`src/vpa_pkg.sv`:
```
// shared types and constants of the variable partition allocator
// segment entry layout, request and status codes, sequencer states
// no dependencies
package vpa_pkg;

  localparam int MaxSeg = 64;
  localparam int IdxW   = $clog2(MaxSeg);
  localparam int CntW   = $clog2(MaxSeg + 1);
  localparam int UnitW  = 16;
  localparam int EntW   = 1 + 2 * UnitW;

  typedef struct packed {
    logic             free;
    logic [UnitW-1:0] owner;
    logic [UnitW-1:0] size;
  } entry_t;

  typedef enum logic [1:0] {
    REQ_ALLOC   = 2'd0,
    REQ_FREE    = 2'd1,
    REQ_COMPACT = 2'd2,
    REQ_NONE    = 2'd3
  } req_t;

  typedef enum logic [1:0] {
    ST_DONE     = 2'd0,
    ST_NO_FIT   = 2'd1,
    ST_NO_OWNER = 2'd2,
    ST_FULL     = 2'd3
  } status_t;

  typedef enum logic [1:0] {
    FIT_FIRST = 2'd0,
    FIT_BEST  = 2'd1,
    FIT_WORST = 2'd2,
    FIT_SPARE = 2'd3
  } fit_t;

  localparam logic [2:0] RegTotal  = 3'd0;
  localparam logic [2:0] RegPolicy = 3'd4;

  typedef enum logic [9:0] {
    S_INIT    = 10'b00_0000_0001,
    S_IDLE    = 10'b00_0000_0010,
    S_SCAN    = 10'b00_0000_0100,
    S_SHIFT   = 10'b00_0000_1000,
    S_SPLIT   = 10'b00_0001_0000,
    S_FINW    = 10'b00_0010_0000,
    S_MERGE   = 10'b00_0100_0000,
    S_COMPACT = 10'b00_1000_0000,
    S_STATS   = 10'b01_0000_0000,
    S_OUT     = 10'b10_0000_0000
  } state_t;

endpackage

```
`src/vpa_ram.sv`:
```
// generic single-clock ram, one write port and one read port
// read data registered; no dependencies
module vpa_ram #(
  parameter int WIDTH = 8,
  parameter int DEPTH = 16
) (
  input  logic                     clk,
  input  logic                     we,
  input  logic [$clog2(DEPTH)-1:0] waddr,
  input  logic [WIDTH-1:0]         wdata,
  input  logic                     re,
  input  logic [$clog2(DEPTH)-1:0] raddr,
  output logic [WIDTH-1:0]         rdata
);

  logic [WIDTH-1:0] mem [DEPTH];

  always_ff @(posedge clk) begin
    if (we) begin
      mem[waddr] <= wdata;
    end
    if (re) begin
      rdata <= mem[raddr];
    end
  end

endmodule

```
`src/variable_partition_allocator_unit.sv`:
```
// variable partition allocator: segment table in ram, walked by a sequencer
// depends on vpa_pkg and vpa_ram
//
// usage: requests enter on the in_ stream (tuser = request kind, tdata =
// owner id and size); each item gives one result on the out_ stream
// (status, units in use, largest free segment). total_memory and fit_policy
// are set through the apb port; writing total_memory reloads the table with
// one free segment.
// an alloc or free item takes one table walk to search and, where needed, a
// second walk for merge or the entry shift of a split; a compact item takes
// one compact walk instead. every item ends with one more walk that gathers
// the used total and largest free segment. the segment ram has a single read
// port, so each walk reads the entries one after another.
// one item is worked on at a time; in_tready is high only between items.
// the result sits in an output register, so the next item is taken while a
// result still waits; if the receiver stalls longer, the finished item waits
// in the sequencer until the output register frees up.
// after reset the table holds one free segment of 500 units, first fit.
module variable_partition_allocator_unit (
  input  logic        clk,
  input  logic        rst_n,
  input  logic        in_tvalid,
  output logic        in_tready,
  input  logic [31:0] in_tdata,    // owner id, size
  input  logic [1:0]  in_tuser,    // req_type
  output logic        out_tvalid,
  input  logic        out_tready,
  output logic [39:0] out_tdata,   // status, used_total, largest_free, zero pad
  input  logic        cfg_psel,
  input  logic        cfg_penable,
  input  logic        cfg_pwrite,
  input  logic [2:0]  cfg_paddr,
  input  logic [31:0] cfg_pwdata,
  output logic [31:0] cfg_prdata,
  output logic        cfg_pready
);
  import vpa_pkg::*;

  state_t           state_r, state_nxt;
  logic [UnitW-1:0] total_r;
  logic [1:0]       policy_r;
  logic [1:0]       req_r, req_nxt;
  logic [UnitW-1:0] pid_r, pid_nxt, want_r, want_nxt;
  logic [CntW-1:0]  count_r, count_nxt, scan_r, scan_nxt, n_r, n_nxt;
  logic             p_vld_r, p_vld_nxt;
  logic [IdxW-1:0]  p_idx_r, p_idx_nxt, pick_r, pick_nxt;
  logic             found_r, found_nxt, hv_r, hv_nxt;
  logic [UnitW-1:0] psize_r, psize_nxt, large_r, large_nxt;
  entry_t           acc_r, acc_nxt;
  logic [UnitW:0]   used_r, used_nxt;
  logic [1:0]       status_r, status_nxt;
  logic             out_vld_r;
  logic [1:0]       o_status_r;
  logic [UnitW-1:0] o_used_r, o_large_r;

  logic             ram_we, ram_re;
  logic [IdxW-1:0]  ram_waddr, ram_raddr;
  entry_t           ram_wd, e, em;
  logic [EntW-1:0]  ram_rdata;
  logic             scan_go, sh_go, walk_end, cfg_wr;
  logic [UnitW-1:0] rest;

  vpa_ram #(.WIDTH(EntW), .DEPTH(MaxSeg)) u_seg_ram (
    .clk   (clk),
    .we    (ram_we),
    .waddr (ram_waddr),
    .wdata (ram_wd),
    .re    (ram_re),
    .raddr (ram_raddr),
    .rdata (ram_rdata)
  );

  assign cfg_pready = 1'b1;
  assign cfg_wr     = cfg_psel & cfg_penable & cfg_pwrite;
  assign cfg_prdata = cfg_paddr[2] ? {30'd0, policy_r} : {16'd0, total_r};

  assign in_tready  = (state_r == S_IDLE);
  assign out_tvalid = out_vld_r;
  assign out_tdata  = {6'd0, o_large_r, o_used_r, o_status_r};

  assign e        = entry_t'(ram_rdata);
  assign scan_go  = scan_r < count_r;
  assign sh_go    = scan_r > {1'b0, pick_r};
  assign walk_end = !scan_go && !p_vld_r;
  assign rest     = psize_r - want_r;

  // entry as seen by the merge walk: the released segment reads as free
  always_comb begin
    em = e;
    if (p_idx_r == pick_r) begin
      em.free = 1'b1;
    end
    if (em.free) begin
      em.owner = '0;
    end
  end

  always_comb begin
    state_nxt  = state_r;
    req_nxt    = req_r;
    pid_nxt    = pid_r;
    want_nxt   = want_r;
    count_nxt  = count_r;
    scan_nxt   = scan_r;
    n_nxt      = n_r;
    p_vld_nxt  = 1'b0;
    p_idx_nxt  = p_idx_r;
    pick_nxt   = pick_r;
    found_nxt  = found_r;
    hv_nxt     = hv_r;
    psize_nxt  = psize_r;
    large_nxt  = large_r;
    acc_nxt    = acc_r;
    used_nxt   = used_r;
    status_nxt = status_r;
    ram_we     = 1'b0;
    ram_waddr  = '0;
    ram_wd     = '0;
    ram_re     = 1'b0;
    ram_raddr  = scan_r[IdxW-1:0];

    case (state_r)
      S_INIT: begin
        ram_we    = 1'b1;
        ram_wd    = '{free: 1'b1, owner: '0, size: total_r};
        count_nxt = CntW'(1);
        state_nxt = S_IDLE;
      end
      S_IDLE: begin
        if (in_tvalid) begin
          req_nxt    = in_tuser;
          pid_nxt    = in_tdata[15:0];
          want_nxt   = in_tdata[31:16];
          scan_nxt   = '0;
          n_nxt      = '0;
          found_nxt  = 1'b0;
          hv_nxt     = 1'b0;
          used_nxt   = '0;
          large_nxt  = '0;
          status_nxt = ST_DONE;
          case (in_tuser)
            REQ_ALLOC, REQ_FREE: state_nxt = S_SCAN;
            REQ_COMPACT:         state_nxt = S_COMPACT;
            default:             state_nxt = S_STATS;
          endcase
        end
      end
      S_SCAN: begin
        ram_re = scan_go;
        if (scan_go) begin
          scan_nxt = scan_r + 1'b1;
        end
        p_vld_nxt = scan_go;
        p_idx_nxt = scan_r[IdxW-1:0];
        if (p_vld_r) begin
          if (req_r == REQ_ALLOC) begin
            if (e.free && e.size >= want_r) begin
              if (!found_r ||
                  (policy_r == FIT_BEST && e.size < psize_r) ||
                  (policy_r == FIT_WORST && e.size > psize_r)) begin
                found_nxt = 1'b1;
                pick_nxt  = p_idx_r;
                psize_nxt = e.size;
              end
            end
          end else if (!found_r && !e.free && e.owner == pid_r) begin
            found_nxt = 1'b1;
            pick_nxt  = p_idx_r;
          end
        end
        if (walk_end) begin
          scan_nxt = '0;
          if (req_r == REQ_ALLOC) begin
            if (want_r == '0 || !found_r) begin
              status_nxt = ST_NO_FIT;
              state_nxt  = S_STATS;
            end else if (rest != '0) begin
              if (count_r >= CntW'(MaxSeg)) begin
                status_nxt = ST_FULL;
                state_nxt  = S_STATS;
              end else begin
                scan_nxt  = count_r - 1'b1;
                state_nxt = S_SHIFT;
              end
            end else begin
              state_nxt = S_FINW;
            end
          end else if (!found_r) begin
            status_nxt = ST_NO_OWNER;
            state_nxt  = S_STATS;
          end else begin
            state_nxt = S_MERGE;
          end
        end
      end
      S_SHIFT: begin
        // descending copy: read k while k+2 is being written
        ram_re    = sh_go;
        p_vld_nxt = sh_go;
        p_idx_nxt = scan_r[IdxW-1:0];
        if (sh_go) begin
          scan_nxt = scan_r - 1'b1;
        end
        if (p_vld_r) begin
          ram_we    = 1'b1;
          ram_waddr = p_idx_r + 1'b1;
          ram_wd    = e;
        end
        if (!sh_go && !p_vld_r) begin
          state_nxt = S_SPLIT;
        end
      end
      S_SPLIT: begin
        ram_we    = 1'b1;
        ram_waddr = pick_r + 1'b1;
        ram_wd    = '{free: 1'b1, owner: '0, size: rest};
        count_nxt = count_r + 1'b1;
        state_nxt = S_FINW;
      end
      S_FINW: begin
        ram_we    = 1'b1;
        ram_waddr = pick_r;
        ram_wd    = '{free: 1'b0, owner: pid_r, size: want_r};
        scan_nxt  = '0;
        state_nxt = S_STATS;
      end
      S_MERGE: begin
        ram_re = scan_go;
        if (scan_go) begin
          scan_nxt = scan_r + 1'b1;
        end
        p_vld_nxt = scan_go;
        p_idx_nxt = scan_r[IdxW-1:0];
        if (p_vld_r) begin
          if (hv_r && em.free && acc_r.free) begin
            acc_nxt.size = acc_r.size + em.size;
          end else begin
            if (hv_r) begin
              ram_we    = 1'b1;
              ram_waddr = n_r[IdxW-1:0];
              ram_wd    = acc_r;
              n_nxt     = n_r + 1'b1;
            end
            acc_nxt = em;
            hv_nxt  = 1'b1;
          end
        end
        if (walk_end) begin
          ram_we    = hv_r;
          ram_waddr = n_r[IdxW-1:0];
          ram_wd    = acc_r;
          count_nxt = n_r + CntW'(hv_r);
          scan_nxt  = '0;
          state_nxt = S_STATS;
        end
      end
      S_COMPACT: begin
        ram_re = scan_go;
        if (scan_go) begin
          scan_nxt = scan_r + 1'b1;
        end
        p_vld_nxt = scan_go;
        p_idx_nxt = scan_r[IdxW-1:0];
        if (p_vld_r && !e.free) begin
          ram_we    = 1'b1;
          ram_waddr = n_r[IdxW-1:0];
          ram_wd    = e;
          n_nxt     = n_r + 1'b1;
          used_nxt  = used_r + {1'b0, e.size};
        end
        if (walk_end) begin
          count_nxt = n_r;
          if (used_r < {1'b0, total_r} && n_r < CntW'(MaxSeg)) begin
            ram_we    = 1'b1;
            ram_waddr = n_r[IdxW-1:0];
            ram_wd    = '{free: 1'b1, owner: '0, size: total_r - used_r[UnitW-1:0]};
            count_nxt = n_r + 1'b1;
          end
          scan_nxt  = '0;
          used_nxt  = '0;
          state_nxt = S_STATS;
        end
      end
      S_STATS: begin
        ram_re = scan_go;
        if (scan_go) begin
          scan_nxt = scan_r + 1'b1;
        end
        p_vld_nxt = scan_go;
        p_idx_nxt = scan_r[IdxW-1:0];
        if (p_vld_r) begin
          if (e.free) begin
            if (e.size > large_r) begin
              large_nxt = e.size;
            end
          end else begin
            used_nxt = used_r + {1'b0, e.size};
          end
        end
        if (walk_end) begin
          state_nxt = S_OUT;
        end
      end
      S_OUT: begin
        if (!out_vld_r || out_tready) begin
          state_nxt = S_IDLE;
        end
      end
      default: state_nxt = S_IDLE;
    endcase

    if (cfg_wr && cfg_paddr[2] == RegTotal[2]) begin
      state_nxt = S_INIT;
    end
  end

  always_ff @(posedge clk) begin
    if (!rst_n) begin
      state_r   <= S_INIT;
      total_r   <= 16'd500;
      policy_r  <= FIT_FIRST;
      count_r   <= CntW'(1);
      scan_r    <= '0;
      p_vld_r   <= 1'b0;
      found_r   <= 1'b0;
      hv_r      <= 1'b0;
      out_vld_r <= 1'b0;
    end else begin
      state_r <= state_nxt;
      count_r <= count_nxt;
      scan_r  <= scan_nxt;
      p_vld_r <= p_vld_nxt;
      found_r <= found_nxt;
      hv_r    <= hv_nxt;
      if (cfg_wr) begin
        if (cfg_paddr[2] == RegPolicy[2]) begin
          policy_r <= cfg_pwdata[1:0];
        end else begin
          total_r <= cfg_pwdata[15:0];
        end
      end
      if (state_r == S_OUT && (!out_vld_r || out_tready)) begin
        out_vld_r <= 1'b1;
      end else if (out_tready) begin
        out_vld_r <= 1'b0;
      end
    end
  end

  always_ff @(posedge clk) begin
    req_r    <= req_nxt;
    pid_r    <= pid_nxt;
    want_r   <= want_nxt;
    n_r      <= n_nxt;
    p_idx_r  <= p_idx_nxt;
    pick_r   <= pick_nxt;
    psize_r  <= psize_nxt;
    large_r  <= large_nxt;
    acc_r    <= acc_nxt;
    used_r   <= used_nxt;
    status_r <= status_nxt;
    if (state_r == S_OUT && (!out_vld_r || out_tready)) begin
      o_status_r <= status_r;
      o_used_r   <= used_r[UnitW-1:0];
      o_large_r  <= large_r;
    end
  end

  a_count_bound: assert property (@(posedge clk) disable iff (!rst_n)
    count_r <= CntW'(MaxSeg))
    else $error("segment count beyond table size");

  a_one_item: assert property (@(posedge clk) disable iff (!rst_n)
    in_tvalid && in_tready |=> !in_tready)
    else $error("second item taken while one is in work");

  a_shift_above_pick: assert property (@(posedge clk) disable iff (!rst_n)
    state_r == S_SHIFT && ram_we |-> ram_waddr > pick_r)
    else $error("split shift overwrote the chosen segment");

  a_pack_behind_read: assert property (@(posedge clk) disable iff (!rst_n)
    (state_r == S_MERGE || state_r == S_COMPACT) && p_vld_r && ram_we
    |-> n_r[IdxW-1:0] <= p_idx_r)
    else $error("packing write ahead of read pointer");

endmodule
```
`config.mk`:
```
export PLATFORM = sky130hd
export DESIGN_NAME = variable_partition_allocator_unit
export DESIGN_NICKNAME = d
export VERILOG_FILES = /design/src/vpa_pkg.sv /design/src/vpa_ram.sv /design/src/variable_partition_allocator_unit.sv
export SDC_FILE = /design/constraint.sdc
export NUM_CORES = 2
export LEC_CHECK = 0
export BUFFER_PORTS_ARGS = -buffer_cell sky130_fd_sc_hd__buf_2
export CELL_PAD_IN_SITES_DETAIL_PLACEMENT = 0
export CELL_PAD_IN_SITES_GLOBAL_PLACEMENT = 2
export CORE_AREA = 3 3 572 574
export CTS_BUF_LIST = sky130_fd_sc_hd__clkbuf_4
export CTS_CLUSTER_DIAMETER = 30
export DETAILED_ROUTE_END_ITERATION = 6
export DIE_AREA = 0 0 575 577
export GPL_ROUTABILITY_DRIVEN = 0
export PLACE_DENSITY_LB_ADDON = 0.1
export SYNTH_ARGS = -nofsm -noshare
export SYNTH_HDL_FRONTEND = slang
export SYNTH_HIERARCHICAL = 1
export SYNTH_SLANG_ARGS = --single-unit
```
`constraint.sdc`:
```
create_clock -name clk -period 11.3 [get_ports clk]
set_input_delay 1.13 -clock clk [delete_from_list [all_inputs] [get_ports clk]]
set_output_delay 1.13 -clock clk [all_outputs]
set_load 0.02 [all_outputs]
```
# Yosys cells after proc, flatten, opt, wreduce, memory -nomap -nowiden
# Memory sizes are Yosys's and may differ from the RTL's. A register that Yosys moved wholly into a read port is not among the register bits.
# Cells that the tools add are included.
# totals
n_memories,1
word_cells,253
ramBits,2112
inputBits,76
ff_bits,217
out_inout_bits,75
# mem_list
memory,depth,word_bits,read_ports,rd_ports_with_merged_regs,write_ports,line_no,text
u_seg_ram.mem,64,33,1,1,1,vpa_ram.sv:16,logic [WIDTH-1:0] mem [DEPTH];
# op_classes
mux,100
eq_ne,43
n_addsub,12
bitwise,5
order_cmp,9
n_reduce_logical,58
# ops
operator,count
two-way mux 33 bit,8
case mux 33 bit (6 select lines),1
two-way mux 7 bit,16
two-way mux 16 bit,6
two-way mux 10 bit,9
two-way mux 17 bit,5
case mux 10 bit (8 select lines),1
two-way mux 6 bit,12
case mux 17 bit (3 select lines),1
case mux 7 bit (6 select lines),1
> comparator 16 bit,2
inequality test 2 bit (second input constant),16
case mux 16 bit (2 select lines),1
subtractor 16 bit,2
case mux 6 bit (5 select lines),1
case mux 7 bit (4 select lines),1
AND reduction 6 bit,4
adder 7 x 1 -> 7 bit (second input constant),3
two-way mux 1 bit,21
case mux 7 bit (3 select lines),1
AND reduction 5 bit,4
two-way mux 9 bit,2
case mux 9 bit (2 select lines),1
adder 17 x 16 -> 17 bit,1
other kinds (51),107

# Depth between registers and ports, before layout
# logic_depth
ltp_word,10
depth_mapped,17

# Cells and area by module
# The synthesis kept the hierarchy.
# by_module_without_submodules
mod,n_inst,area_each_um2,seq_area_each_um2,cells_each
vpa_ram,1,81424.3,64411.8,3610
variable_partition_allocator_unit,1,15143.3,6055.8,1577

# Worst setup path after synthesis
# Ideal clock, no wire load.
# synth_path
kind,flip-flop to flip-flop
start,register used_r[10]
end,"memory u_seg_ram/mem[0][0] in the netlist's numbering, data pin"
stages_incl_launch_ff,12
period_less_slack_ns,5.571
arrival_ns,4.869
required_ns,10.598
setup_ns,0.702
path_slack_ns,5.729
cell_sequence,edfxtp_1 ha_1 buf_2 a21o_1 a21o_1 a21oi_1 nand2_1 o21ai_2 nand2_1 nor2_1 nand2_1 o21ai_0
# synth_lines
element,line_no,text
start: declaration,variable_partition_allocator_unit.sv:50,"logic [UnitW:0] used_r, used_nxt;"
start signal: assignment,variable_partition_allocator_unit.sv:360,used_r <= used_nxt;
end: declaration,vpa_ram.sv:16,

# Final worst setup path
# layout_path
start,register total_r[10]
end,"memory u_seg_ram/mem[16][10] in the netlist's numbering, enable pin"
# layout_via
elab_cells_between_ends,10
cone_classes,1 x order compare; 8 x mux; 1 x reduce/logical
# layout_lines
element,line_no,text
start: declaration,variable_partition_allocator_unit.sv:40,logic [UnitW-1:0] total_r;
start signal: assignment,variable_partition_allocator_unit.sv:339,total_r <= cfg_pwdata[15:0];
less-than comparator 17 x 16 -> 1 bit,variable_partition_allocator_unit.sv:273,"if (used_r < {1'b0, total_r} && n_r < CntW'(MaxSeg)) begin"
logical AND 1 bit,variable_partition_allocator_unit.sv:273,
two-way mux 6 bit,variable_partition_allocator_unit.sv:273,
two-way mux 6 bit,variable_partition_allocator_unit.sv:271,if (walk_end) begin
case mux 6 bit (5 select lines),variable_partition_allocator_unit.sv:122,case (state_r)
via ram_waddr[2],variable_partition_allocator_unit.sv:57,"logic [IdxW-1:0] ram_waddr, ram_raddr;"
# The timed path passes the listed nets, and every way through them passes these cells.

==> impl_metrics.env <==
export IMPL_status="completed"
export IMPL_synth_top_area_frac=0.720
export IMPL_cts_sinks=2362
export IMPL_powerDensity_nw_per_um2=178
export IMPL_slew_headroom=0.0354
export IMPL_skew_ns=0.104
export IMPL_post_route_period_util=0.526
export IMPL_critPathTopFamily="compound AO/OA/AOI/OAI gates"
export IMPL_fin_setup_tns_ns=0
export IMPL_reg2reg_to="u_seg_ram/mem[16][10]"
export IMPL_dp_hpwl_um=187000
export IMPL_syn_avg_cell_area_um2=18.6
export IMPL_synth_area_leaders="edfxtp_1 72%, mux4_2 11%, ha_1 1.9%"
export IMPL_crit_path_cell_trace="inv_1 -> ha_1 -> a21o_1 -> a21o_1 -> a21oi_1 -> a2111oi_0 -> o21ai_2 -> a31oi_1 -> o21bai_1 -> a221o_1 -> or3_1 -> or2_2 -> nor2_4 -> buf_4"
export IMPL_crit_type="register to register"
export IMPL_worst_path_buf_inv=2
export IMPL_cts_tree="done"
export IMPL_ys_seq_area_frac=0.730
export IMPL_dieArea_um2=332000
export IMPL_firstDrtPassIters=6
export IMPL_cts_buffers=691
export IMPL_clockRootBuffer="clkbuf_4"
export IMPL_area_growth_pct=17.0
export IMPL_sw_frac_of_total=0.251
export IMPL_rrSetupSlack_ns=5.36
export IMPL_holdPathStages=6
export IMPL_grt_pass1_vias=56700
export IMPL_drc=0
export IMPL_clk_latency_ns=1.51
export IMPL_vias=54200
export IMPL_n_fill_cell=31000
export IMPL_clkPwrFrac=0.401
export IMPL_finish_utilization=0.350
export IMPL_ctsResizeCount=0
export IMPL_synthFlopType="edfxtp_1"
export IMPL_antenna_found_initial=26
export IMPL_clock_path_buffers=4
export IMPL_grt_pass1_wl_um=444000
export IMPL_maxSlewViolCount=0
export IMPL_final_cell_mix="2316 x edfxtp_1, 982 x clkbuf_4, 484 x mux4_2"
export IMPL_reg2reg_depth=14
export IMPL_synth_top_cell_by_area="edfxtp_1"
export IMPL_cp_start_kind="register"
export IMPL_yosysWarnings=6
export IMPL_synthArstFlopShare=0
export IMPL_drtIter0Drc=4334
export IMPL_rsz0062_at_grt="no"
export IMPL_coreArea_um2=323000
export IMPL_htreeDepth=6
export IMPL_hold_violations=0
export IMPL_p_leak_nw=37.8
export IMPL_ant_nets=0
export IMPL_ir_drop_uv=123
export IMPL_synth_seq_cells=2362
export IMPL_viasPerCell=4.99
export IMPL_cp_startpoint="total_r[10]"
export IMPL_crit_slowest_cell="or3_1"
export IMPL_wl_per_cell_um=29.5
export IMPL_synth_edf_count=2316
export IMPL_grt_max_degree=115
export IMPL_worst_setup_path_end_kind="register"
export IMPL_die_w_um=575
export IMPL_nNetsFinal=6215
export IMPL_overflow=0
export IMPL_die_h_um=577
export IMPL_max_stage_delay_ns=0.71
export IMPL_drive_gt1_frac=0.314
export IMPL_holdCritStartpoint="cfg_penable"
export IMPL_p_seq_frac=0.479
export IMPL_worstPathRequired_ns=12.33
export IMPL_holdPathEnd="total_r[15]"
export IMPL_start_util=0.299
export IMPL_p_sw_mw=5.05
export IMPL_netlist_area_um2=96600
export IMPL_crit_top_cell="a21o_1"
export IMPL_maxCapViolCount=0
export IMPL_max_freq_mhz=168
export IMPL_num_rows=209
export IMPL_hp_class="input port to register"
export IMPL_io_buffers=109
export IMPL_r2r_start="total_r[10]"
export IMPL_p_int_mw=15.1
export IMPL_critPathMaxFanout=33
export IMPL_post_route_min_period_ns=5.94
export IMPL_ys_types=92
export IMPL_p_comb_frac=0.120
export IMPL_num_io_pins=151
export IMPL_critPathArrivalTime_ns=6.98
export IMPL_drt_total_wl_um=320000
export IMPL_tightest_slew_ns=1.44
export IMPL_cts_clk_slew_worst_paths_ns=0.06
export IMPL_grt_usage=0.189
export IMPL_finalSetupViolCount=0
export IMPL_synth_cells=5187
export IMPL_final_common_cell="edfxtp_1"
==> registers in the layout (all words and copies together) (netlist names), 16 cells and up <==
| signal | cells |
|---|---|
| large_r | 16 |
| psize_r | 16 |
| o_large_r | 16 |
| u_seg_ram/mem | 2112 |
| acc_r | 33 |
| pid_r | 16 |
| u_seg_ram/rdata | 33 |
| o_used_r | 16 |
| used_r | 17 |
| total_r | 16 |
| want_r | 16 |
==> cell type report <==
type | instances | area (µm²) | area share
Inverter | 124 | 465 | 0.00412
Clock buffer | 982 | 7370 | 0.0652
Timing Repair Buffer | 370 | 2750 | 0.0243
Tap cell | 4325 | 5410 | 0.0479
Sequential cell | 2362 | 70500 | 0.624
Antenna cell | 44 | 110 | 0.000974
Multi-Input combinational cell | 2438 | 25000 | 0.221
Clock inverter | 215 | 1410 | 0.0124
==> worst min-delay path, cell delays in order <==
cell     delay, ns
buf_2         0.11
nand3_1       0.09
nor2_1        0.05
buf_4         0.20
nand2_1       0.10
a21oi_1       0.05
==> worst max-delay path by stage <==
stage | endpoint | slack, ns | cells after the start
floorplan | u_seg_ram/mem[0][0] | 5.73 | 11
global placement | u_seg_ram/mem[43][17] | 5.34 | 13
detailed placement | u_seg_ram/rdata[24] | 5.34 | 8
CTS | u_seg_ram/mem[41][16] | 5.32 | 13
global route | u_seg_ram/mem[8][3] | 5.04 | 14
finish | u_seg_ram/mem[16][10] | 5.36 | 14
==> per-layer routing <==
| layer | routed length, µm | global-route usage | part of all wire | up-vias |
|---|---|---|---|---|
| met1 | 144000 | 0.259 | 0.45 | 28900 |
| met4 | 6520 | 0.0513 | 0.020 | 0 |
| met3 | 16800 | 0.0372 | 0.053 | 388 |
| met2 | 153000 | 0.307 | 0.48 | 1588 |
| li1 | - | - | - | 23400 |
| met5 | 0 | 0 | 0 | - |
==> stage by stage <==
step                hold slack (ns)  total power [mW]  setup WS (ns)  instances  area [µm²]
floorplan                     0.400              11.7           5.73       5208       96600
global placement              0.409              12.3           5.34       9555      103000
detailed placement            0.405              12.3           5.34       9555      103000
CTS                          0.0124              20.6           5.32      10800      113000
global route                  0.157              21.2           5.04      10800      113000
finish                        0.275              20.1           5.36      10900      113000
==> power groups by stage <==
stage	logic, mW	clock network, mW	registers, mW
6_report	2.41	8.08	9.65
5_1_grt	2.60	8.91	9.66
4_1_cts	2.48	8.44	9.66
3_5_place_dp	2.46	0	9.84
3_3_place_gp	2.46	0	9.84
2_1_floorplan	1.85	0	9.81
==> kinds of logic (layout without fill, tap and decap cells) <==
kind of cell / Yosys count / in the layout / share of synthesized area
other: 2 / 67 / 0.0000778
buffers and inverters: 408 / 1691 / 0.0200
flip-flops: 2362 / 2362 / 0.730
XOR/XNOR: 98 / 98 / 0.00889
AND/OR/NAND/NOR: 888 / 888 / 0.0471
adder cells (fa/ha/maj): 152 / 152 / 0.0200
AO/OA/AOI/OAI: 678 / 678 / 0.0493
multiplexers: 599 / 599 / 0.125
==> cells in the mapped netlist (all sizes together) (37+ instances only) <==
master / number
a211oi: 42
buf: 136
nand4: 83
nor2b: 60
a22oi: 103
and3: 46
dfxtp: 46
o22ai: 70
and2: 44
inv: 123
ha: 148
edfxtp: 2316
nand3: 108
mux2i: 108
mux4: 484
o21ai: 100
nand2: 228
nor3: 37
a21oi: 88
clkbuf: 148
xnor2: 58
a21o: 43
o221ai: 57
xor2: 40
nor2: 171
==> repair_timing <==
action | 4_1_cts | 5_1_grt
setup buffers | 0 | 0
hold endpoints to repair | 60 | 0
hold buffers | 62 | 0
Note: power is estimated with default switching activity, not from simulation.
